===== config.mk =====
export PLATFORM = sky130hd
export DESIGN_NAME = led_dimmer_button_controller
export DESIGN_NICKNAME = d
export VERILOG_FILES = /design/src/rtl/ldbc_pkg.sv /design/src/rtl/led_dimmer_button_controller.sv /design/src/rtl/ldbc_cfg.sv /design/src/rtl/ldbc_core.sv
export SDC_FILE = /design/constraint.sdc
export NUM_CORES = 1
export LEC_CHECK = 0
export BUFFER_PORTS_ARGS = -buffer_cell sky130_fd_sc_hd__buf_2
export CORE_MARGIN = 4
export CORE_UTILIZATION = 30
export DETAILED_ROUTE_END_ITERATION = 7
export HOLD_SLACK_MARGIN = 0.02
export SETUP_SLACK_MARGIN = 0.15
export SLEW_MARGIN = 40
export SYNTH_ARGS = -nofsm -noshare
export SYNTH_HDL_FRONTEND = slang
export SYNTH_SLANG_ARGS = --single-unit

===== constraint.sdc =====
create_clock -name clk -period 28 [get_ports clk]
set_input_delay 0 -clock clk [delete_from_list [all_inputs] [get_ports clk]]
set_output_delay 0 -clock clk [all_outputs]
set_load 0.01 [all_outputs]

===== src/rtl/ldbc_pkg.sv =====
// Shared types, codes and constants for the LED dimmer and button controller.
// Used by every RTL file of the block; it depends on nothing else.
`default_nettype none

package ldbc_pkg;

    localparam int LEVEL_W = 11;
    localparam int DUTY_W = 10;
    localparam int HOLD_W = 16;
    localparam int CLICK_W = 8;
    localparam int BREATH_W = 5;
    localparam int CFG_DATA_W = 16;

    localparam logic [LEVEL_W-1:0] LEVEL_TOP = 11'd2047;
    localparam logic [LEVEL_W-1:0] FULL_SCALE = 11'd1023;
    localparam logic [HOLD_W-1:0] HOLD_TOP = 16'hFFFF;

    localparam logic [15:0] SLEEP_TICKS_RST = 16'd5000;
    localparam logic [7:0] DOUBLE_CLICK_RST = 8'd200;
    localparam logic [14:0] LONG_PRESS_RST = 15'd2000;
    localparam logic [15:0] POWER_OFF_RST = 16'd20000;
    localparam logic [9:0] SWEEP_FLOOR_RST = 10'd80;
    localparam logic [9:0] BREATH_PEAK_RST = 10'd150;
    localparam logic [3:0] BREATH_DIV_RST = 4'd10;
    localparam logic [9:0] INIT_BRIGHT_RST = 10'd200;

    typedef enum logic [2:0] {
        MODE_IDLE   = 3'd0,
        MODE_FADEIN = 3'd1,
        MODE_ON     = 3'd2,
        MODE_FADEOUT = 3'd3,
        MODE_ADJUST = 3'd4,
        MODE_LOWBAT = 3'd5
    } mode_t;

    typedef enum logic [1:0] {
        SLEEP_NONE = 2'd0,
        SLEEP_REQ  = 2'd1,
        STOP_REQ   = 2'd2
    } sleep_code_t;

    typedef enum logic [1:0] {
        WAKE_NONE  = 2'd0,
        WAKE_START = 2'd1,
        WAKE_STOP  = 2'd2
    } wake_code_t;

    typedef enum logic [1:0] {
        BATT_NONE      = 2'd0,
        BATT_LOW       = 2'd1,
        BATT_RECOVERED = 2'd2,
        BATT_UNUSED    = 2'd3
    } batt_code_t;

    typedef enum logic [1:0] {
        DUTY_KEEP,
        DUTY_ZERO,
        DUTY_DRIVE
    } duty_op_t;

    typedef enum logic [2:0] {
        CFG_SLEEP_TICKS  = 3'd0,
        CFG_DOUBLE_CLICK = 3'd1,
        CFG_LONG_PRESS   = 3'd2,
        CFG_POWER_OFF    = 3'd3,
        CFG_SWEEP_FLOOR  = 3'd4,
        CFG_BREATH_PEAK  = 3'd5,
        CFG_BREATH_DIV   = 3'd6,
        CFG_INIT_BRIGHT  = 3'd7
    } cfg_idx_t;

    typedef struct packed {
        logic [15:0] sleep_ticks;
        logic [7:0]  double_click_ticks;
        logic [14:0] long_press_ticks;
        logic [15:0] power_off_ticks;
        logic [9:0]  sweep_floor;
        logic [9:0]  breath_peak;
        logic [3:0]  breath_divider;
        logic [9:0]  initial_brightness;
    } cfg_t;

    typedef struct packed {
        logic       button_edge;
        logic       button_level;
        logic [1:0] battery_event;
    } tick_t;

    typedef struct packed {
        logic [DUTY_W-1:0] pwm_duty;
        logic              hold_enable;
        logic              hold_pulse;
        logic [1:0]        sleep_request;
        logic [1:0]        wake_timer_cmd;
        logic [2:0]        mode_now;
    } result_t;

endpackage

`default_nettype wire


===== src/rtl/led_dimmer_button_controller.sv =====
// Top level of the LED dimmer and button controller: input register, result register, handshakes.
// Depends on ldbc_pkg, ldbc_cfg and ldbc_core.
//
//   Channel  Direction  Handshake             Payload
//   in       to block   in_valid / in_ready   button_edge, button_level, battery_event
//   out      from block out_valid / out_ready pwm_duty, hold_enable, hold_pulse,
//                                             sleep_request, wake_timer_cmd, mode_now
//   cfg      to block   cfg_valid / cfg_ready cfg_index, cfg_data
//
// One tick request is taken per cycle while out_ready is high; the result register holds its result.
// The tick update and the square-law duty run in one pass between the input register
// and the result register, so the sustained rate is one tick per cycle while out_ready is high.
// Reset loads the default register values and the idle state; no clearing pass is needed.
// A stalled output holds its result and the input register, and ready drops only when both are full.
`default_nettype none

module led_dimmer_button_controller
    import ldbc_pkg::*;
(
    input  wire logic                  clk,
    input  wire logic                  rst_n,
    input  wire logic                  in_valid,
    output logic                       in_ready,
    input  wire logic                  button_edge,
    input  wire logic                  button_level,
    input  wire logic [1:0]            battery_event,
    output logic                       out_valid,
    input  wire logic                  out_ready,
    output logic [DUTY_W-1:0]          pwm_duty,
    output logic                       hold_enable,
    output logic                       hold_pulse,
    output logic [1:0]                 sleep_request,
    output logic [1:0]                 wake_timer_cmd,
    output logic [2:0]                 mode_now,
    input  wire logic                  cfg_valid,
    output logic                       cfg_ready,
    input  wire logic [2:0]            cfg_index,
    input  wire logic [CFG_DATA_W-1:0] cfg_data
);

    cfg_t    cfg;
    tick_t   tick_reg;
    logic    in_valid_reg;
    result_t out_reg;
    result_t result;
    logic    out_valid_reg;
    logic    step;

    assign step = in_valid_reg && (!out_valid_reg || out_ready);
    assign in_ready = !in_valid_reg || step;

    ldbc_cfg u_cfg (
        .clk       (clk),
        .rst_n     (rst_n),
        .cfg_valid (cfg_valid),
        .cfg_ready (cfg_ready),
        .cfg_index (cfg_index),
        .cfg_data  (cfg_data),
        .cfg       (cfg)
    );

    ldbc_core u_core (
        .clk    (clk),
        .rst_n  (rst_n),
        .step   (step),
        .tick   (tick_reg),
        .cfg    (cfg),
        .result (result)
    );

    always_ff @(posedge clk or negedge rst_n)
    begin
        if (!rst_n)
        begin
            in_valid_reg <= 1'b0;
            out_valid_reg <= 1'b0;
        end
        else
        begin
            if (in_ready)
            begin
                in_valid_reg <= in_valid;
            end
            if (step)
            begin
                out_valid_reg <= 1'b1;
            end
            else if (out_ready)
            begin
                out_valid_reg <= 1'b0;
            end
        end
    end

    always_ff @(posedge clk)
    begin
        if (in_valid && in_ready)
        begin
            tick_reg.button_edge <= button_edge;
            tick_reg.button_level <= button_level;
            tick_reg.battery_event <= battery_event;
        end
        if (step)
        begin
            out_reg <= result;
        end
    end

    assign out_valid = out_valid_reg;
    assign pwm_duty = out_reg.pwm_duty;
    assign hold_enable = out_reg.hold_enable;
    assign hold_pulse = out_reg.hold_pulse;
    assign sleep_request = out_reg.sleep_request;
    assign wake_timer_cmd = out_reg.wake_timer_cmd;
    assign mode_now = out_reg.mode_now;

`ifndef SYNTHESIS
    a_pulse_goes_idle: assert property (@(posedge clk) disable iff (!rst_n)
        out_valid_reg && out_reg.hold_pulse |->
            out_reg.mode_now == MODE_IDLE && out_reg.pwm_duty == '0 && out_reg.hold_enable)
        else $error("hold pulse without idle mode, zero duty and hold high");

    a_wake_start_stops: assert property (@(posedge clk) disable iff (!rst_n)
        out_valid_reg && out_reg.wake_timer_cmd == WAKE_START |->
            out_reg.sleep_request == STOP_REQ)
        else $error("wake timer start without a stop request");

    a_wake_stop_holds: assert property (@(posedge clk) disable iff (!rst_n)
        out_valid_reg && out_reg.wake_timer_cmd == WAKE_STOP |-> out_reg.hold_enable)
        else $error("battery recovery left the hold pin low");

    a_step_fills_output: assert property (@(posedge clk) disable iff (!rst_n)
        step |=> out_valid_reg)
        else $error("a processed tick did not reach the result register");
`endif

endmodule

`default_nettype wire


===== src/rtl/ldbc_cfg.sv =====
// Configuration register file of the LED dimmer and button controller.
// Depends on ldbc_pkg for the register index codes and the cfg_t bundle.
`default_nettype none

module ldbc_cfg
    import ldbc_pkg::*;
(
    input  wire logic                  clk,
    input  wire logic                  rst_n,
    input  wire logic                  cfg_valid,
    output logic                       cfg_ready,
    input  wire logic [2:0]            cfg_index,
    input  wire logic [CFG_DATA_W-1:0] cfg_data,
    output cfg_t                       cfg
);

    cfg_t cfg_reg;
    cfg_t cfg_next;

    assign cfg_ready = 1'b1;
    assign cfg = cfg_reg;

    always_comb
    begin
        cfg_next = cfg_reg;
        if (cfg_valid)
        begin
            unique case (cfg_idx_t'(cfg_index))
                CFG_SLEEP_TICKS:  cfg_next.sleep_ticks = cfg_data;
                CFG_DOUBLE_CLICK: cfg_next.double_click_ticks = cfg_data[7:0];
                CFG_LONG_PRESS:   cfg_next.long_press_ticks = cfg_data[14:0];
                CFG_POWER_OFF:    cfg_next.power_off_ticks = cfg_data;
                CFG_SWEEP_FLOOR:  cfg_next.sweep_floor = cfg_data[9:0];
                CFG_BREATH_PEAK:  cfg_next.breath_peak = cfg_data[9:0];
                CFG_BREATH_DIV:   cfg_next.breath_divider = cfg_data[3:0];
                CFG_INIT_BRIGHT:  cfg_next.initial_brightness = cfg_data[9:0];
                default:          cfg_next = cfg_reg;
            endcase
        end
    end

    always_ff @(posedge clk or negedge rst_n)
    begin
        if (!rst_n)
        begin
            cfg_reg.sleep_ticks <= SLEEP_TICKS_RST;
            cfg_reg.double_click_ticks <= DOUBLE_CLICK_RST;
            cfg_reg.long_press_ticks <= LONG_PRESS_RST;
            cfg_reg.power_off_ticks <= POWER_OFF_RST;
            cfg_reg.sweep_floor <= SWEEP_FLOOR_RST;
            cfg_reg.breath_peak <= BREATH_PEAK_RST;
            cfg_reg.breath_divider <= BREATH_DIV_RST;
            cfg_reg.initial_brightness <= INIT_BRIGHT_RST;
        end
        else
        begin
            cfg_reg <= cfg_next;
        end
    end

endmodule

`default_nettype wire


===== src/rtl/ldbc_core.sv =====
// Controller state and the per-tick update: mode machine, button handler and square-law duty.
// Depends on ldbc_pkg; the tick is registered in the top level before it reaches this logic.
`default_nettype none

module ldbc_core
    import ldbc_pkg::*;
(
    input  wire logic  clk,
    input  wire logic  rst_n,
    input  wire logic  step,
    input  wire tick_t tick,
    input  wire cfg_t  cfg,
    output result_t    result
);

    mode_t                mode_reg, mode_next;
    logic [LEVEL_W-1:0]   level_reg, level_next;
    logic [LEVEL_W-1:0]   bright_reg, bright_next;
    logic                 sweep_down_reg, sweep_down_next;
    logic [BREATH_W-1:0]  breath_reg, breath_next;
    logic [HOLD_W-1:0]    hold_cnt_reg, hold_cnt_next;
    logic [CLICK_W-1:0]   click_reg, click_next;
    logic                 pending_reg, pending_next;
    logic [15:0]          idle_cnt_reg, idle_cnt_next;
    logic [DUTY_W-1:0]    duty_reg, duty_next;
    logic                 hold_reg, hold_next;

    duty_op_t             duty_op;
    logic [LEVEL_W-1:0]   drive_val;
    logic [DUTY_W-1:0]    drive_clamped;
    logic [2*DUTY_W-1:0]  drive_sq;
    logic                 pulse;
    sleep_code_t          sreq;
    wake_code_t           wcmd;

    always_comb
    begin
        mode_next = mode_reg;
        level_next = level_reg;
        bright_next = bright_reg;
        sweep_down_next = sweep_down_reg;
        breath_next = breath_reg;
        hold_cnt_next = hold_cnt_reg;
        click_next = click_reg;
        pending_next = pending_reg;
        idle_cnt_next = idle_cnt_reg;
        hold_next = hold_reg;
        duty_op = DUTY_KEEP;
        drive_val = '0;
        pulse = 1'b0;
        sreq = SLEEP_NONE;
        wcmd = WAKE_NONE;

        if (tick.button_edge)
        begin
            pending_next = 1'b1;
            idle_cnt_next = cfg.sleep_ticks;
        end

        unique case (batt_code_t'(tick.battery_event))
            BATT_LOW:
            begin
                mode_next = MODE_LOWBAT;
                hold_next = 1'b0;
                level_next = '0;
                sweep_down_next = 1'b0;
                duty_op = DUTY_ZERO;
            end
            BATT_RECOVERED:
            begin
                wcmd = WAKE_STOP;
                mode_next = MODE_IDLE;
                duty_op = DUTY_ZERO;
                hold_next = 1'b1;
            end
            default:
            begin
            end
        endcase

        unique case (mode_next)
            MODE_IDLE, MODE_ON:
            begin
                if (idle_cnt_next > 16'd1)
                begin
                    idle_cnt_next = idle_cnt_next - 16'd1;
                end
                else
                begin
                    sreq = (mode_next == MODE_IDLE) ? STOP_REQ : SLEEP_REQ;
                end
            end
            MODE_FADEIN:
            begin
                if ({1'b0, level_next} + 12'd1 < {1'b0, bright_next})
                begin
                    level_next = level_next + 11'd1;
                    duty_op = DUTY_DRIVE;
                    drive_val = level_next;
                end
                else
                begin
                    if (level_next != LEVEL_TOP)
                    begin
                        level_next = level_next + 11'd1;
                    end
                    mode_next = MODE_ON;
                end
            end
            MODE_FADEOUT:
            begin
                if (level_next > 11'd1)
                begin
                    level_next = level_next - 11'd1;
                    duty_op = DUTY_DRIVE;
                    drive_val = level_next;
                end
                else
                begin
                    level_next = '0;
                    mode_next = MODE_IDLE;
                end
            end
            MODE_ADJUST:
            begin
                if (sweep_down_next)
                begin
                    if (bright_next > {1'b0, cfg.sweep_floor})
                    begin
                        bright_next = bright_next - 11'd1;
                        duty_op = DUTY_DRIVE;
                        drive_val = bright_next;
                    end
                    else
                    begin
                        if (bright_next != '0)
                        begin
                            bright_next = bright_next - 11'd1;
                        end
                        sweep_down_next = 1'b0;
                    end
                end
                else
                begin
                    if (bright_next < FULL_SCALE)
                    begin
                        bright_next = bright_next + 11'd1;
                        duty_op = DUTY_DRIVE;
                        drive_val = bright_next;
                    end
                    else
                    begin
                        if (bright_next != LEVEL_TOP)
                        begin
                            bright_next = bright_next + 11'd1;
                        end
                        sweep_down_next = 1'b1;
                    end
                end
            end
            default:
            begin
                if (breath_next > {1'b0, cfg.breath_divider})
                begin
                    breath_next = '0;
                    if (sweep_down_next)
                    begin
                        if (level_next > 11'd1)
                        begin
                            level_next = level_next - 11'd1;
                            duty_op = DUTY_DRIVE;
                            drive_val = level_next;
                        end
                        else
                        begin
                            level_next = '0;
                            sweep_down_next = 1'b0;
                            wcmd = WAKE_START;
                            sreq = STOP_REQ;
                        end
                    end
                    else
                    begin
                        if (level_next < {1'b0, cfg.breath_peak})
                        begin
                            level_next = level_next + 11'd1;
                            duty_op = DUTY_DRIVE;
                            drive_val = level_next;
                        end
                        else
                        begin
                            if (level_next != LEVEL_TOP)
                            begin
                                level_next = level_next + 11'd1;
                            end
                            sweep_down_next = 1'b1;
                        end
                    end
                end
                else
                begin
                    breath_next = breath_next + 5'd1;
                end
            end
        endcase

        if (pending_next && !tick.button_level)
        begin
            pending_next = 1'b0;
            if ({1'b0, hold_cnt_next} > {2'b00, cfg.long_press_ticks} + 17'd2)
            begin
                hold_cnt_next = '0;
                level_next = bright_next;
                duty_op = DUTY_DRIVE;
                drive_val = level_next;
                mode_next = MODE_ON;
            end
            else
            begin
                if (click_next != '0)
                begin
                    bright_next = FULL_SCALE;
                end
                else
                begin
                    click_next = cfg.double_click_ticks;
                end
                mode_next = (mode_next == MODE_IDLE) ? MODE_FADEIN : MODE_FADEOUT;
            end
        end
        else if (pending_next)
        begin
            if (hold_cnt_next != HOLD_TOP)
            begin
                hold_cnt_next = hold_cnt_next + 16'd1;
            end
            if (hold_cnt_next == {1'b0, cfg.long_press_ticks} + 16'd1 && mode_next == MODE_ON)
            begin
                mode_next = MODE_ADJUST;
                bright_next = level_next;
            end
            if (hold_cnt_next > cfg.power_off_ticks)
            begin
                pulse = 1'b1;
                pending_next = 1'b0;
                mode_next = MODE_IDLE;
                duty_op = DUTY_ZERO;
                hold_next = 1'b1;
            end
        end
        else
        begin
            hold_cnt_next = '0;
            if (click_next != '0)
            begin
                click_next = click_next - 8'd1;
            end
        end
    end

    assign drive_clamped = (drive_val > FULL_SCALE) ? FULL_SCALE[DUTY_W-1:0]
                                                    : drive_val[DUTY_W-1:0];
    assign drive_sq = drive_clamped * drive_clamped + 20'd1023;

    always_comb
    begin
        unique case (duty_op)
            DUTY_ZERO:  duty_next = '0;
            DUTY_DRIVE: duty_next = drive_sq[2*DUTY_W-1:DUTY_W];
            default:    duty_next = duty_reg;
        endcase
    end

    always_comb
    begin
        result.pwm_duty = duty_next;
        result.hold_enable = hold_next;
        result.hold_pulse = pulse;
        result.sleep_request = sreq;
        result.wake_timer_cmd = wcmd;
        result.mode_now = mode_next;
    end

    always_ff @(posedge clk or negedge rst_n)
    begin
        if (!rst_n)
        begin
            mode_reg <= MODE_IDLE;
            level_reg <= '0;
            bright_reg <= {1'b0, INIT_BRIGHT_RST};
            sweep_down_reg <= 1'b0;
            breath_reg <= '0;
            hold_cnt_reg <= '0;
            click_reg <= '0;
            pending_reg <= 1'b0;
            idle_cnt_reg <= SLEEP_TICKS_RST;
            duty_reg <= '0;
            hold_reg <= 1'b1;
        end
        else if (step)
        begin
            mode_reg <= mode_next;
            level_reg <= level_next;
            bright_reg <= bright_next;
            sweep_down_reg <= sweep_down_next;
            breath_reg <= breath_next;
            hold_cnt_reg <= hold_cnt_next;
            click_reg <= click_next;
            pending_reg <= pending_next;
            idle_cnt_reg <= idle_cnt_next;
            duty_reg <= duty_next;
            hold_reg <= hold_next;
        end
    end

endmodule

`default_nettype wire


# Word level (Yosys, flattened, before mapping)
# Index checks and enable logic that the tools add are counted.
[op_classes]
addsub = 12
mul = 1
order_cmp = 10
n_eq_ne = 23
mux = 103
n_bitwise = 2
n_reduce_logical = 33
[ops]
columns = ["operator", "count"]
rows = [
  ["$mux W11", 29],
  ["$mux W16", 9],
  ["$mux W2", 23],
  ["$pmux W11 S4", 1],
  ["$mux W8", 5],
  ["$pmux W11 S3", 1],
  ["$add A11 B1 Y11 const B", 2],
  ["$ne A11 B11 Y1 const B", 2],
  ["$sub A11 B1 Y11 const B", 2],
  ["$mux W3", 7],
  ["$add A20 B10 Y20 const B", 1],
  ["$mul A10 B10 Y20", 1],
  ["$pmux W10 S2", 1],
  ["$mux W1", 19],
  ["$reduce_and A2 Y1", 9],
  ["$gt A16 B17 Y1", 1],
  ["$add A15 B1 Y16 const B", 1],
  ["$add A15 B2 Y16 const B", 1],
  ["$add A16 B1 Y16 const B", 1],
  ["$eq A16 B16 Y1", 1],
  ["$gt A16 B1 Y1 const B", 1],
  ["$gt A16 B16 Y1", 1],
  ["$ne A16 B16 Y1 const B", 1],
  ["$sub A16 B1 Y16 const B", 1],
  ["35 further kinds", 63],
]
[totals]
regBits = 187
output_inout_bits = 22

# Logic depth before layout (Yosys ltp)
[depth]
ltp_word = 14
depth_mapped = 41
mapped_depth_nobuf = 39

# By module
# A second synthesis with hierarchy kept.
[unflattened]
hier_cells = 1981
area_unflattened_um2 = 17683.2
[by_module_without_submodules]
columns = ["module", "n_inst", "cells_each", "area_per_inst_um2", "seq_area_each_um2"]
rows = [
  ["ldbc_core", 1, 1751, 13396.6, 2088.3],
  ["ldbc_cfg", 1, 199, 3492.1, 2264.7],
  ["led_dimmer_button_controller", 1, 31, 794.5, 740.7],
]

# Least setup slack after synthesis
# No wires, ideal clock.
[synth_path]
kind = "reg2reg"
start = "register u_cfg.cfg_reg (netlist bit u_cfg.cfg[54])"
end = "register out_reg (netlist bit pwm_duty[9]), data pin"
t_arrival_ns = 8.579
slack_ns = 19.164
path_stages_with_launch = 36
n_path_buf = 3
synth_period_minus_slack_ns = 8.836
cell_sequence = "dfstp_2 buf_2 and3_1 nand4_1 nor2_1 nand3_1 or2_2 ha_1 nand3_1 or2_2 o221a_2 or2_2 nor2_1 clkbuf_1 buf_1 nand2_1 o311ai_1 nand2b_1 fa_1 inv_1 fa_1 fa_1 fa_1 inv_1 fa_1 inv_1 ha_1 a21o_1 a21o_1 a21oi_1 nor2_1 a21oi_1 o211ai_2 a31oi_1 xor2_1 o21ai_1"
[synth_rtl]
columns = ["item", "line", "source"]
rows = [
  ["from (decl)", "ldbc_cfg.sv:17", "cfg_t cfg_reg;"],
  ["from (signal assigned)", "ldbc_cfg.sv:57", "cfg_reg <= cfg_next;"],
  ["to (signal assigned)", "led_dimmer_button_controller.sv:105", "out_reg <= result;"],
  ["to (decl)", "led_dimmer_button_controller.sv:44", "result_t out_reg;"],
]

==> metrics.yaml <==
floorplanning:
  std_cell_rows: 85
  num_io_pins: 50
  initial_core_util_pct: 30.2
  coreArea_um2: 53700
  die_area_um2: 57900
  die_x_um: 241
  dieHeight_um: 241
route:
  ant_nets: 0
  drt-initial-drc-count: 1169
  vias: 14162
  firstDrtPassIters: 6
  wl_per_cell_um: 19.4
  met1_length_um: 22800
  wl_met3_um: 2440
  wl_met2_um: 23400
  detail_route.vias_per_cell: 5.42
  drcViolationCount: 0
  wirelength_um: 50700
  top_layer_used: "met4"
setup_path:
  crit_path_max_incr_delay_ns: 0.72
  path_common_cell: "fa_1"
  crit_type: "flop to flop"
  timing.rr.end: "pwm_duty[7]$_DFFE_PP_"
  r2r_slack_ns: 18.24
  path_max_fanout: 25
  end_kind: "flop"
  start_kind: "flop"
  cp.required_ns: 28.20
  worst_path_max_delay_cell: "o311ai_2"
  startpoint: "tick_reg[0]$_DFFE_PP_"
  crit_end: "pwm_duty[7]$_DFFE_PP_"
  crit_arrival_ns: 9.97
  r2r_cells: 34
  path_buf_inv: 4
  path_delay_family: "adder cells"
  r2r_start: "tick_reg[0]$_DFFE_PP_"
  path_depth: 34
final_layout:
  multi_input_area_um2: 10400
  fin_util_pct: 33.7
  nets: 2107
  stdcell_area_um2: 18100
  layout_common_cells: "nand2_1, inv_1, o21ai_0"
  drive_above_1_share_pct: 13.9
  areaGrowthSynthToFinish_pct: 11.5
  final_common_cell: "nand2_1"
  largest_register_ffs: 79
  antennaDiodeCount: 0
  fillers: 5492
  seq_area_um2: 4840
pwr:
  clkPwrFrac_pct: 16.3
  power.switching_mw: 0.777
  fin_total_pwr_mw: 1.63
  power_frac_seq_pct: 26.5
  swShare_pct: 47.8
  comb_power_share_pct: 57.2
  p_leak_nw: 7.87
  p_per_area_nw_per_um2: 89.8
  peakVddDrop_mv: 0.0581
  p_int_mw: 0.850
clocking:
  clk_latency_ns: 0.46
  numCtsBuffers: 17
  cts_max_level: 4
  clock_path_buffers: 2
  cts_tree: "built"
  clk_pin_slew_ns: 0.08
  root_buffer: "clkbuf_16"
  post-cts-setup-buffer-count: 0
  cts_sinks: 187
  cts_resized: 0
  cts_hold_buf: 24
status:
  outcome: "finished clean"
flow_run:
  drv_cap: 0
logic_synthesis:
  syn_nets: 2082
  ys_ff_latch: 187
  netlist_area_um2: 16200
  synth_edf_count: 23
  synthFlopType: "dfrtp_1"
  synth_seq_area_share_pct: 29.8
  avgSynthCellArea_um2: 8.65
  async_reset_ff_share_pct: 87.7
  syn_inst: 1877
  ys.warnings.count: 0
  yosysUniqueCellTypes: 93
sta:
  hold_viol_final: 0
  final.period_utilization_pct: 34.9
  slew_violations: 0
  worstMarginPinSlew_ns: 0.828
  max_freq_mhz: 102
  slew_headroom_pct: 44.7
  setup_viol: 0
  skew_ns: 0.0166
  rsz0062_at_grt: "no"
  min_period_ns: 9.76
  setup_tns_ns: 0
placed_design:
  io_buffers: 48
  gp_congestion: 0.988
  hpwl_um: 38700
  post_dp_cell_area_um2: 17200
global_routing:
  grt_remaining_overflow: 0
  grt_pass1_vias: 13914
  antenna_found_initial: 0
  grt_pass1_wl_um: 79800
  grt_max_degree: 98
  grt_use_total_pct: 17.5
min_path:
  hp-class: "input pin to flop"
cell families (layout without fill, tap and decap cells):
group | Yosys count | after routing | share of synthesized area, %
compound gates | 460 | 460 | 17.9
xor+xnor | 101 | 101 | 5.45
fa+ha+maj | 177 | 177 | 16.1
buf+inv | 264 | 302 | 6.36
flops | 187 | 187 | 29.8
mux | 94 | 94 | 6.41
other cells | 2 | 2 | 0.0462
simple gates | 592 | 592 | 18.0
worst reg2reg max path: cells and delay by family (launching register included):
family                     cells  cell delay (ns)
and+or+nand+nor                6             1.36
AOI/OAI and AO/OA             14             3.31
xor gates and xnor gates       2             0.49
adders and majority gates      8             3.61
buffers and inverters          4             0.37
DFF                            1             0.39
how the worst min path moves through the flow:
stage / startpoint / end / slack (ns) / cells after the start
floorplan: rst_n / in_valid_reg$_DFFE_PN0N_ / -0.30 / 0
global placement: rst_n / u_core.hold_cnt_reg[10]$_DFFE_PN0P_ / 0.15 / 1
detailed placement: rst_n / u_core.hold_cnt_reg[12]$_DFFE_PN0P_ / 0.08 / 1
CTS: cfg_index[0] / u_cfg.cfg[30]$_DFFE_PN1P_ / 0.02 / 4
global route: cfg_index[0] / u_cfg.cfg[30]$_DFFE_PN1P_ / 0.08 / 4
finish: cfg_index[0] / u_cfg.cfg[30]$_DFFE_PN1P_ / 0.04 / 4
layout make-up:
type	count	area share, %
clock inverters	12	0.967
multi-input cells	1426	57.7
well taps	696	4.81
repair buffers	93	3.72
flip-flops and latches	187	26.7
clock buffers	20	2.47
inverters	177	3.67
stage by stage:
step | std cells | setup WS, ns | hold WS, ns
after CTS | 2609 | 18.18 | 0.0236
after floorplan | 1877 | 19.16 | -0.296
after global routing | 2611 | 17.58 | 0.0817
after global placement | 2552 | 17.72 | 0.148
final | 2611 | 18.24 | 0.0448
after detailed placement | 2553 | 18.20 | 0.0826
synthesized netlist by cell type, types with 14 or more instances:
master | n | area (um2)
a211oi_1 | 18 | 135
a21o_1 | 15 | 113
a21oi_1 | 97 | 485
a22oi_1 | 15 | 113
a31oi_1 | 25 | 156
clkbuf_1 | 69 | 259
dfrtp_1 | 128 | 3200
dfstp_2 | 36 | 946
edfxtp_1 | 23 | 691
fa_1 | 54 | 1080
ha_1 | 123 | 1540
inv_1 | 175 | 657
mux2_2 | 73 | 822
mux2i_1 | 17 | 170
nand2_1 | 183 | 687
nand2b_1 | 27 | 169
nand3_1 | 50 | 250
nand4_1 | 29 | 181
nor2_1 | 122 | 458
nor2b_1 | 25 | 156
nor3_1 | 51 | 255
nor4_1 | 14 | 87.6
o21ai_0 | 147 | 736
o221ai_1 | 14 | 123
or2_2 | 22 | 138
xnor2_1 | 69 | 604
xor2_1 | 32 | 280
power by group through the flow:
| stage | sequential, mW | clock [mW] | combinational, mW |
|---|---|---|---|
| detailed placement | 0.433 | 0 | 0.915 |
| finish | 0.431 | 0.265 | 0.931 |
| CTS | 0.429 | 0.271 | 0.925 |
| global placement | 0.432 | 0 | 0.899 |
| global route | 0.441 | 0.282 | 1.05 |
| floorplan | 0.399 | 0 | 0.680 |
routing by layer:
| layer | track usage [%] | vias to the layer above |
|---|---|---|
| li1 | - | 6660 |
| met1 | 24.0 | 6925 |
| met2 | 28.4 | 473 |
| met3 | 1.73 | 104 |
| met4 | 7.56 | 0 |
| met5 | 0 | - |
(Power assumes the default switching activity.)
